File: src/rtl/fpt_pkg.sv
// fpt_pkg: shared types, codes and constants of the focus point tracker
// used by fpt_ctrl, fpt_dpath and focus_point_tracker; no dependencies
package fpt_pkg;

   // command codes of an input word
   typedef enum logic [1:0] {
      CMD_TICK   = 2'd0,
      CMD_FOCUS  = 2'd1,
      CMD_FOLLOW = 2'd2,
      CMD_STOP   = 2'd3
   } cmd_type;

   // input word
   typedef struct packed {
      cmd_type            cmd;
      logic signed [31:0] pos_x;
      logic signed [31:0] pos_y;
      logic signed [31:0] rate;
      logic        [31:0] dt;
      logic               follow_seen;
   } req_word_type;

   // result word
   typedef struct packed {
      logic signed [31:0] focus_x;
      logic signed [31:0] focus_y;
      logic               done_res;
   } rsp_word_type;

   // configuration register indexes
   localparam int CSR_IDX_W = 2;
   localparam logic [CSR_IDX_W-1:0] CSR_INITIAL_X = 2'd0;
   localparam logic [CSR_IDX_W-1:0] CSR_INITIAL_Y = 2'd1;

   typedef struct packed {
      logic                 en;
      logic [CSR_IDX_W-1:0] index;
      logic [31:0]          data;
   } csr_wr_type;

   // snap distance, 1e-3 in Q16.16
   localparam logic [32:0] EPS_RAW = 33'd66;

   // iteration counts, loaded as last index
   localparam int CNT_W = 6;
   localparam logic [CNT_W-1:0] SQRT_LAST = 6'd32;
   localparam logic [CNT_W-1:0] DIV_LAST  = 6'd31;

   // sequencer states
   typedef enum logic [3:0] {
      ST_IDLE,
      ST_DIFF,
      ST_MXX,
      ST_MYY,
      ST_MRD,
      ST_SQRT,
      ST_CMP,
      ST_MMX,
      ST_MMY,
      ST_NUMY,
      ST_DIV,
      ST_APPLY,
      ST_OUT
   } fsm_state_type;

   // datapath operations
   typedef enum logic [3:0] {
      OP_NONE,
      OP_ITEM,
      OP_SNAP_RATE,
      OP_DIFF,
      OP_MXX,
      OP_MYY,
      OP_MRD,
      OP_SQRT,
      OP_CMP,
      OP_MMX,
      OP_MMY,
      OP_NUMY,
      OP_DIV,
      OP_APPLY,
      OP_OUT
   } dp_op_type;

   typedef struct packed {
      dp_op_type op;
   } dp_cmd_type;

   typedef struct packed {
      logic rate_pos;
      logic near;
   } dp_status_type;

endpackage

File: src/rtl/fpt_ctrl.sv
// fpt_ctrl: sequencer of the focus point tracker, handshakes and op issue
// depends on fpt_pkg
module fpt_ctrl import fpt_pkg::*; (
   input  logic          clock,
   input  logic          reset,
   input  logic          req_valid,
   input  cmd_type       req_cmd,
   output logic          req_ready,
   output logic          rsp_valid,
   input  logic          rsp_ready,
   input  dp_status_type dp_status,
   output dp_cmd_type    dp_cmd
);

   fsm_state_type    state_ff, state_in;
   logic [CNT_W-1:0] cnt_ff, cnt_in;
   logic             rsp_valid_ff, rsp_valid_in;

   // state, counter and result valid
   always_ff @(posedge clock) begin
      if (reset) begin
         state_ff     <= ST_IDLE;
         cnt_ff       <= '0;
         rsp_valid_ff <= 1'b0;
      end else begin
         state_ff     <= state_in;
         cnt_ff       <= cnt_in;
         rsp_valid_ff <= rsp_valid_in;
      end
   end

   // next state and ops
   always_comb begin
      state_in     = state_ff;
      cnt_in       = cnt_ff;
      rsp_valid_in = rsp_valid_ff && !rsp_ready;
      req_ready    = 1'b0;
      dp_cmd.op    = OP_NONE;
      case (state_ff)
         ST_IDLE: begin
            req_ready = 1'b1;
            if (req_valid) begin
               dp_cmd.op = OP_ITEM;
               if (req_cmd == CMD_TICK) state_in = ST_DIFF;
            end
         end
         ST_DIFF: begin
            if (dp_status.rate_pos) begin
               dp_cmd.op = OP_DIFF;
               state_in  = ST_MXX;
            end else begin
               dp_cmd.op = OP_SNAP_RATE;
               state_in  = ST_OUT;
            end
         end
         ST_MXX: begin
            dp_cmd.op = OP_MXX;
            state_in  = ST_MYY;
         end
         ST_MYY: begin
            dp_cmd.op = OP_MYY;
            state_in  = ST_MRD;
         end
         ST_MRD: begin
            dp_cmd.op = OP_MRD;
            cnt_in    = SQRT_LAST;
            state_in  = ST_SQRT;
         end
         ST_SQRT: begin
            dp_cmd.op = OP_SQRT;
            if (cnt_ff == '0) state_in = ST_CMP;
            else cnt_in = cnt_ff - CNT_W'(1);
         end
         ST_CMP: begin
            dp_cmd.op = OP_CMP;
            state_in  = dp_status.near ? ST_OUT : ST_MMX;
         end
         ST_MMX: begin
            dp_cmd.op = OP_MMX;
            state_in  = ST_MMY;
         end
         ST_MMY: begin
            dp_cmd.op = OP_MMY;
            state_in  = ST_NUMY;
         end
         ST_NUMY: begin
            dp_cmd.op = OP_NUMY;
            cnt_in    = DIV_LAST;
            state_in  = ST_DIV;
         end
         ST_DIV: begin
            dp_cmd.op = OP_DIV;
            if (cnt_ff == '0) state_in = ST_APPLY;
            else cnt_in = cnt_ff - CNT_W'(1);
         end
         ST_APPLY: begin
            dp_cmd.op = OP_APPLY;
            state_in  = ST_OUT;
         end
         ST_OUT: begin
            // load result only when the output register is free
            if (!rsp_valid_ff || rsp_ready) begin
               dp_cmd.op    = OP_OUT;
               rsp_valid_in = 1'b1;
               state_in     = ST_IDLE;
            end
         end
         default: begin
            state_in = ST_IDLE;
         end
      endcase
   end

   assign rsp_valid = rsp_valid_ff;

endmodule

File: src/rtl/fpt_dpath.sv
// fpt_dpath: tracker state, shared 32x32 multiplier, bit-serial square root,
// two-lane restoring divider and result register; depends on fpt_pkg
module fpt_dpath import fpt_pkg::*; (
   input  logic          clock,
   input  logic          reset,
   input  req_word_type  req_data,
   input  csr_wr_type    csr_wr,
   input  dp_cmd_type    dp_cmd,
   output dp_status_type dp_status,
   output rsp_word_type  rsp_data
);

   // architectural state
   logic [31:0] cur_x_ff, cur_x_in, cur_y_ff, cur_y_in;
   logic [31:0] goal_x_ff, goal_x_in, goal_y_ff, goal_y_in;
   logic [31:0] step_rate_ff, step_rate_in;
   logic        following_ff, following_in, arrived_ff, arrived_in;

   // working registers
   logic [31:0] dt_ff, dt_in;
   logic [31:0] ax_ff, ax_in, ay_ff, ay_in;
   logic        negx_ff, negx_in, negy_ff, negy_in;
   logic [63:0] prod_ff, prod_in;
   logic [65:0] rad_ff, rad_in;
   logic [35:0] sq_rem_ff, sq_rem_in;
   logic [32:0] root_ff, root_in;
   logic [32:0] step_ff, step_in;
   logic [32:0] dvx_rem_ff, dvx_rem_in, dvy_rem_ff, dvy_rem_in;
   logic [31:0] dvx_lo_ff, dvx_lo_in, dvy_lo_ff, dvy_lo_in;
   rsp_word_type rsp_ff, rsp_in;

   // combinational helpers
   logic [32:0] dx, dy, dx_mag, dy_mag;
   logic [31:0] mul_a, mul_b;
   logic [63:0] mul_p;
   logic [35:0] sq_t, sq_trial;
   logic        sq_ge;
   logic [33:0] dvx_t, dvy_t, dvx_d, dvy_d, div_d;
   logic        dvx_ge, dvy_ge;
   logic [31:0] num_a;
   logic [64:0] num_sum;

   // goal minus focus, exact in 33 bits
   assign dx     = {goal_x_ff[31], goal_x_ff} - {cur_x_ff[31], cur_x_ff};
   assign dy     = {goal_y_ff[31], goal_y_ff} - {cur_y_ff[31], cur_y_ff};
   assign dx_mag = dx[32] ? (33'd0 - dx) : dx;
   assign dy_mag = dy[32] ? (33'd0 - dy) : dy;

   // shared multiplier operand select
   always_comb begin
      mul_a = ax_ff;
      mul_b = ax_ff;
      case (dp_cmd.op)
         OP_MYY: begin
            mul_a = ay_ff;
            mul_b = ay_ff;
         end
         OP_MRD: begin
            mul_a = {1'b0, step_rate_ff[30:0]};
            mul_b = dt_ff;
         end
         OP_MMX: begin
            mul_a = ax_ff;
            mul_b = step_ff[31:0];
         end
         OP_MMY: begin
            mul_a = ay_ff;
            mul_b = step_ff[31:0];
         end
         default: begin
            mul_a = ax_ff;
            mul_b = ax_ff;
         end
      endcase
   end
   assign mul_p = {32'd0, mul_a} * {32'd0, mul_b};

   // one root bit per cycle
   assign sq_t     = {sq_rem_ff[33:0], rad_ff[65:64]};
   assign sq_trial = {1'b0, root_ff, 2'b01};
   assign sq_ge    = sq_t >= sq_trial;

   // one quotient bit per cycle on each lane, divisor is the distance
   assign div_d  = {1'b0, root_ff};
   assign dvx_t  = {dvx_rem_ff, dvx_lo_ff[31]};
   assign dvy_t  = {dvy_rem_ff, dvy_lo_ff[31]};
   assign dvx_ge = dvx_t >= div_d;
   assign dvy_ge = dvy_t >= div_d;
   assign dvx_d  = dvx_t - div_d;
   assign dvy_d  = dvy_t - div_d;

   // numerator |d|*step, step bit 32 added as a shifted magnitude
   assign num_a   = (dp_cmd.op == OP_NUMY) ? ay_ff : ax_ff;
   assign num_sum = {1'b0, prod_ff} + (step_ff[32] ? {1'b0, num_a, 32'd0} : 65'd0);

   // status to the sequencer
   assign dp_status.rate_pos = !step_rate_ff[31] && (step_rate_ff != 32'd0);
   assign dp_status.near     = ({15'd0, root_ff} <= prod_ff[63:16]) || (root_ff < EPS_RAW);

   // next values
   always_comb begin
      cur_x_in     = cur_x_ff;
      cur_y_in     = cur_y_ff;
      goal_x_in    = goal_x_ff;
      goal_y_in    = goal_y_ff;
      step_rate_in = step_rate_ff;
      following_in = following_ff;
      arrived_in   = arrived_ff;
      dt_in        = dt_ff;
      ax_in        = ax_ff;
      ay_in        = ay_ff;
      negx_in      = negx_ff;
      negy_in      = negy_ff;
      prod_in      = prod_ff;
      rad_in       = rad_ff;
      sq_rem_in    = sq_rem_ff;
      root_in      = root_ff;
      step_in      = step_ff;
      dvx_rem_in   = dvx_rem_ff;
      dvy_rem_in   = dvy_rem_ff;
      dvx_lo_in    = dvx_lo_ff;
      dvy_lo_in    = dvy_lo_ff;
      rsp_in       = rsp_ff;
      case (dp_cmd.op)
         OP_ITEM: begin
            case (req_data.cmd)
               CMD_TICK: begin
                  dt_in = req_data.dt;
                  if (following_ff && req_data.follow_seen) begin
                     goal_x_in = req_data.pos_x;
                     goal_y_in = req_data.pos_y;
                  end
               end
               CMD_FOCUS: begin
                  goal_x_in    = req_data.pos_x;
                  goal_y_in    = req_data.pos_y;
                  step_rate_in = req_data.rate;
                  following_in = 1'b0;
                  arrived_in   = 1'b0;
               end
               CMD_FOLLOW: begin
                  step_rate_in = req_data.rate;
                  following_in = 1'b1;
                  arrived_in   = 1'b0;
               end
               CMD_STOP: begin
                  following_in = 1'b0;
               end
               default: begin
                  following_in = following_ff;
               end
            endcase
         end
         OP_SNAP_RATE: begin
            cur_x_in   = goal_x_ff;
            cur_y_in   = goal_y_ff;
            arrived_in = 1'b1;
         end
         OP_DIFF: begin
            ax_in   = dx_mag[31:0];
            ay_in   = dy_mag[31:0];
            negx_in = dx[32];
            negy_in = dy[32];
         end
         OP_MXX: begin
            prod_in = mul_p;
         end
         OP_MYY: begin
            prod_in = mul_p;
            rad_in  = {2'b00, prod_ff};
         end
         OP_MRD: begin
            prod_in   = mul_p;
            rad_in    = rad_ff + {2'b00, prod_ff};
            sq_rem_in = '0;
            root_in   = '0;
         end
         OP_SQRT: begin
            rad_in = {rad_ff[63:0], 2'b00};
            if (sq_ge) begin
               sq_rem_in = sq_t - sq_trial;
               root_in   = {root_ff[31:0], 1'b1};
            end else begin
               sq_rem_in = sq_t;
               root_in   = {root_ff[31:0], 1'b0};
            end
         end
         OP_CMP: begin
            step_in = prod_ff[48:16];
            if (dp_status.near) begin
               cur_x_in   = goal_x_ff;
               cur_y_in   = goal_y_ff;
               arrived_in = !following_ff;
            end
         end
         OP_MMX: begin
            prod_in = mul_p;
         end
         OP_MMY: begin
            prod_in    = mul_p;
            dvx_rem_in = num_sum[64:32];
            dvx_lo_in  = num_sum[31:0];
         end
         OP_NUMY: begin
            dvy_rem_in = num_sum[64:32];
            dvy_lo_in  = num_sum[31:0];
         end
         OP_DIV: begin
            dvx_rem_in = dvx_ge ? dvx_d[32:0] : dvx_t[32:0];
            dvy_rem_in = dvy_ge ? dvy_d[32:0] : dvy_t[32:0];
            dvx_lo_in  = {dvx_lo_ff[30:0], dvx_ge};
            dvy_lo_in  = {dvy_lo_ff[30:0], dvy_ge};
         end
         OP_APPLY: begin
            cur_x_in = negx_ff ? (cur_x_ff - dvx_lo_ff) : (cur_x_ff + dvx_lo_ff);
            cur_y_in = negy_ff ? (cur_y_ff - dvy_lo_ff) : (cur_y_ff + dvy_lo_ff);
         end
         OP_OUT: begin
            rsp_in.focus_x  = cur_x_ff;
            rsp_in.focus_y  = cur_y_ff;
            rsp_in.done_res = arrived_ff;
         end
         default: begin
            rsp_in = rsp_ff;
         end
      endcase

      // configuration writes load focus and target on one axis and set done
      if (csr_wr.en) begin
         if (csr_wr.index == CSR_INITIAL_X) begin
            cur_x_in   = csr_wr.data;
            goal_x_in  = csr_wr.data;
            arrived_in = 1'b1;
         end else if (csr_wr.index == CSR_INITIAL_Y) begin
            cur_y_in   = csr_wr.data;
            goal_y_in  = csr_wr.data;
            arrived_in = 1'b1;
         end
      end
   end

   // tracker state
   always_ff @(posedge clock) begin
      if (reset) begin
         cur_x_ff     <= '0;
         cur_y_ff     <= '0;
         goal_x_ff    <= '0;
         goal_y_ff    <= '0;
         step_rate_ff <= '0;
         following_ff <= 1'b0;
         arrived_ff   <= 1'b1;
      end else begin
         cur_x_ff     <= cur_x_in;
         cur_y_ff     <= cur_y_in;
         goal_x_ff    <= goal_x_in;
         goal_y_ff    <= goal_y_in;
         step_rate_ff <= step_rate_in;
         following_ff <= following_in;
         arrived_ff   <= arrived_in;
      end
   end

   // working registers
   always_ff @(posedge clock) begin
      dt_ff      <= dt_in;
      ax_ff      <= ax_in;
      ay_ff      <= ay_in;
      negx_ff    <= negx_in;
      negy_ff    <= negy_in;
      prod_ff    <= prod_in;
      rad_ff     <= rad_in;
      sq_rem_ff  <= sq_rem_in;
      root_ff    <= root_in;
      step_ff    <= step_in;
      dvx_rem_ff <= dvx_rem_in;
      dvy_rem_ff <= dvy_rem_in;
      dvx_lo_ff  <= dvx_lo_in;
      dvy_lo_ff  <= dvy_lo_in;
      rsp_ff     <= rsp_in;
   end

   assign rsp_data = rsp_ff;

endmodule

File: src/rtl/focus_point_tracker.sv
// focus_point_tracker: a tick moving toward its target runs 33 root steps
// and 32 divide steps; a near target skips the divide, rate <= 0 skips both.
// commands 1..3 are applied on accept and give no result; the next word is
// taken in the cycle after a result is loaded, even while that result waits.
// synchronous reset: focus and target 0, rate 0, not following, done set.
module focus_point_tracker import fpt_pkg::*; (
   input  logic                 clock,
   input  logic                 reset,
   input  logic                 req_valid,
   output logic                 req_ready,
   input  req_word_type         req_data,
   output logic                 rsp_valid,
   input  logic                 rsp_ready,
   output rsp_word_type         rsp_data,
   input  logic                 csr_valid,
   output logic                 csr_ready,
   input  logic [CSR_IDX_W-1:0] csr_index,
   input  logic [31:0]          csr_data
);

   dp_cmd_type    dp_cmd;
   dp_status_type dp_status;
   csr_wr_type    csr_wr;

   // configuration writes are always taken
   assign csr_ready    = 1'b1;
   assign csr_wr.en    = csr_valid;
   assign csr_wr.index = csr_index;
   assign csr_wr.data  = csr_data;

   // sequencer
   fpt_ctrl u_ctrl (
      .clock     (clock),
      .reset     (reset),
      .req_valid (req_valid),
      .req_cmd   (req_data.cmd),
      .req_ready (req_ready),
      .rsp_valid (rsp_valid),
      .rsp_ready (rsp_ready),
      .dp_status (dp_status),
      .dp_cmd    (dp_cmd)
   );

   // arithmetic and state
   fpt_dpath u_dpath (
      .clock     (clock),
      .reset     (reset),
      .req_data  (req_data),
      .csr_wr    (csr_wr),
      .dp_cmd    (dp_cmd),
      .dp_status (dp_status),
      .rsp_data  (rsp_data)
   );

endmodule
File: config.mk
export PLATFORM = sky130hd
export DESIGN_NAME = focus_point_tracker
export DESIGN_NICKNAME = d
export VERILOG_FILES = /design/src/rtl/fpt_pkg.sv /design/src/rtl/fpt_ctrl.sv /design/src/rtl/fpt_dpath.sv /design/src/rtl/focus_point_tracker.sv
export SDC_FILE = /design/constraint.sdc
export NUM_CORES = 2
export LEC_CHECK = 0
export BUFFER_PORTS_ARGS = -buffer_cell sky130_fd_sc_hd__buf_2
export CORE_MARGIN = 1.5
export CORE_UTILIZATION = 40
export DETAILED_ROUTE_END_ITERATION = 8
export SLEW_MARGIN = 20
export SYNTH_ARGS = -nofsm -noshare
export SYNTH_HDL_FRONTEND = slang
export SYNTH_SLANG_ARGS = --single-unit
File: constraint.sdc
create_clock -name clock -period 26.4 [get_ports clock]
set_input_delay 0 -clock clock [delete_from_list [all_inputs] [get_ports clock]]
set_output_delay 0 -clock clock [all_outputs]
set_load 0.05 [all_outputs]
==> out/results.txt <==
worst hold-check path type = in2reg
Reg2Reg Setup Slack = 14,280 ps
Die Footprint = 204,000 sq um
Async S/R FF share, synth = 0
TritonCTS Sinks = 696
core box area = 200,000 sq um
Initial Util = 0.402
post-layout worst setup margin = 14,280 ps
Post-Syn Instances = 8,995
Final nets = 11,039
worst hold margin = 45.9 ps
placed cell count = 11,614
Post-Layout Cell Count = 12,065
R2R Path Start = u_ctrl.state_ff[1]
final period utilization = 0.459
initial antenna violation count = 11
f_max = 0.0825 GHz
skew final = 54.1 ps
crit path to = u_dpath.prod_ff[52]
Post-Synth Adder-Cell Area = 0.323
CTS Hold Buffers Added = 296
total congestion overflow = 0
routed vias = 70,687
post-CTS sizing = 0
Worst path slowest cell = a221o_1
Netlist cell types = 95
Required @ worst endpoint = 26,840 ps
TritonCTS Buffers = 80
CTS tree = done
Max Cap Viol = 0
Setup crit end kind = register
YS warnings = 0
total track usage = 0.306
Yosys reg bits = 696
Worst Hold Depth = 2
WL final = 315,000 um
Vias per Instance = 5.86
Area contributors post-synth = fa_1 (23%), edfxtp_1 (20%), ha_1 (9.8%)
largest family of logic cells by synthesized area = adder cells
buffer count from post-CTS setup fixing = 0
outcome = completed
I/O Buffers = 236
syn avg cell area = 8.93 sq um
Post-Route Setup TNS = 0 ps
count leader, synth = inv_1
Clock Tree Root = clkbuf_16
Synth Area in Compound Gates = 0.161
WL/cell = 26.1 um
site row count = 164
Die Span Y = 451 um
Register Area = 19,200 sq um
Setup WS pre-CTS = 14,530 ps
syn nets = 10,697
largest net degree at the start of global routing = 91
final hold vios = 0
top_reg_cell synth = edfxtp_1
CP startpoint kind = register
vias in the first global route = 71,014
Synth top area share = 0.225
post-synth top area cell = fa_1
critical setup path kind = reg2reg
first-pass GRT wire length = 464,000 um
Max Slew Vio Count = 0
H-tree Lvls = 3
R2R Path End = u_dpath.prod_ff[52]
critical path startpoint = u_ctrl.state_ff[1]
synthesized area = 80,300 sq um
Synth Area in Simple Gates = 0.149
IO Count = 238
Layout area overhead = 12.7%
CP max stage delay = 1000 ps
Data arrival, critical path = 12,560 ps
area of the multi-input gates = 55,700 sq um
Pre-antenna DRT Iters = 6
die width = 451 um
most frequent cells after synthesis = inv_1 (1,136), nand2_1 (1,066), nor2_1 (1,034)
layout cells sized above 1 = 0.0680
Critical Path Fanout Max = 37
Register-to-Register Path Depth = 33
Post-synth EDFFs = 523
RSZ-0062 raised after global routing = no
final setup violating endpoints = 0
worst-margin pin slew = 1250 ps
hpwl dp = 241,000 um
drt initial violations = 7,285
mux cell area share after synthesis = 0.00654
Max-slew headroom = 0.162
XOR/XNOR Fraction of Synth Area = 0.0480
Fill cells = 19,143
clk_lat worst skew = 740 ps
antenna-violating nets left = 0
Longest Clk Path Bufs = 3
number of remaining DRC errors = 0
routability cong. = 0.980
Period minus WS final = 12,120 ps
CP dominant cell by count = fa_1
Clock transition at path regs = 60 ps
Seq/Total Area, Yosys = 0.239
[through the flow]
step | instance area [sq um] | util
after detailed placement | 84800 | 0.425
after global placement | 84800 | 0.425
after global routing | 90500 | 0.453
final | 90500 | 0.453
after CTS | 90500 | 0.453
after floorplan | 80300 | -
[area by class of cell]
type | count | share of cell area
Antenna cell | 8 | 0.000221
Clock inverter | 44 | 0.00598
Tap cell | 2656 | 0.0367
Multi-Input combinational cell | 6727 | 0.615
Clock buffer | 102 | 0.0238
Timing Repair Buffer | 696 | 0.0595
Sequential cell | 696 | 0.212
Inverter | 1136 | 0.0471
[sequential cells by signal, indices dropped and copies added, names as in the netlist, 33 cells and up]
| name | flops |
|---|---|
| u_dpath.sq_rem_ff | 34 |
| u_dpath.rad_ff | 66 |
| u_dpath.step_ff | 33 |
| u_dpath.dvy_rem_ff | 33 |
| u_dpath.prod_ff | 64 |
| u_dpath.rsp_data | 65 |
| u_dpath.dvx_rem_ff | 33 |
| u_dpath.root_ff | 33 |
[worst max-delay path, delay by kind of cell (launching register included)]
| kind | cells | cell delay, ps |
|---|---|---|
| buffers and inverters | 8 | 1550 |
| AO/OA/AOI/OAI | 8 | 3930 |
| adder cells (fa/ha/maj) | 9 | 3800 |
| XOR/XNOR | 1 | 110 |
| AND/OR/NAND/NOR | 7 | 1700 |
| flip-flops | 1 | 660 |
[layout by cell type (no fill, tap or decap), types with 235 or more instances in the layout]
cell	Yosys	layout
nor2_1	1034	1032
dlygate4sd3_1	0	296
inv_1	1136	1134
buf_2	1	235
nand2_1	1066	1061
xnor2_1	310	310
a21oi_1	522	519
ha_1	628	628
edfxtp_1	523	523
fa_1	904	904
o21ai_0	335	334
[layer usage]
metal	part of all wire	track usage
met1	0.39	0.381
met2	0.44	0.477
met3	0.092	0.0623
met4	0.080	0.210
met5	0.000038	0
[cells by family after synthesis]
family / after synthesis
xor gates and xnor gates: 440
other: 1
DFF: 696
AOI/OAI and AO/OA: 1947
adders and majority gates: 1532
buffers and inverters: 1572
and+or+nand+nor: 2755
muxes: 52
[worst min path at each step]
stage	startpoint	endpoint	slack, ps
global route	req_data[5]	u_dpath.dt_ff[4]	40
detailed placement	req_data[1]	u_dpath.dt_ff[0]	180
floorplan	req_data[1]	u_dpath.dt_ff[0]	100
finish	req_data[12]	u_dpath.dt_ff[11]	50
CTS	req_data[5]	u_dpath.dt_ff[4]	0.1
global placement	req_data[1]	u_dpath.dt_ff[0]	180
Power is left out: the tool's default activity adds up to more than one toggle a clock period on the data nets, which glitch-free logic cannot reach.
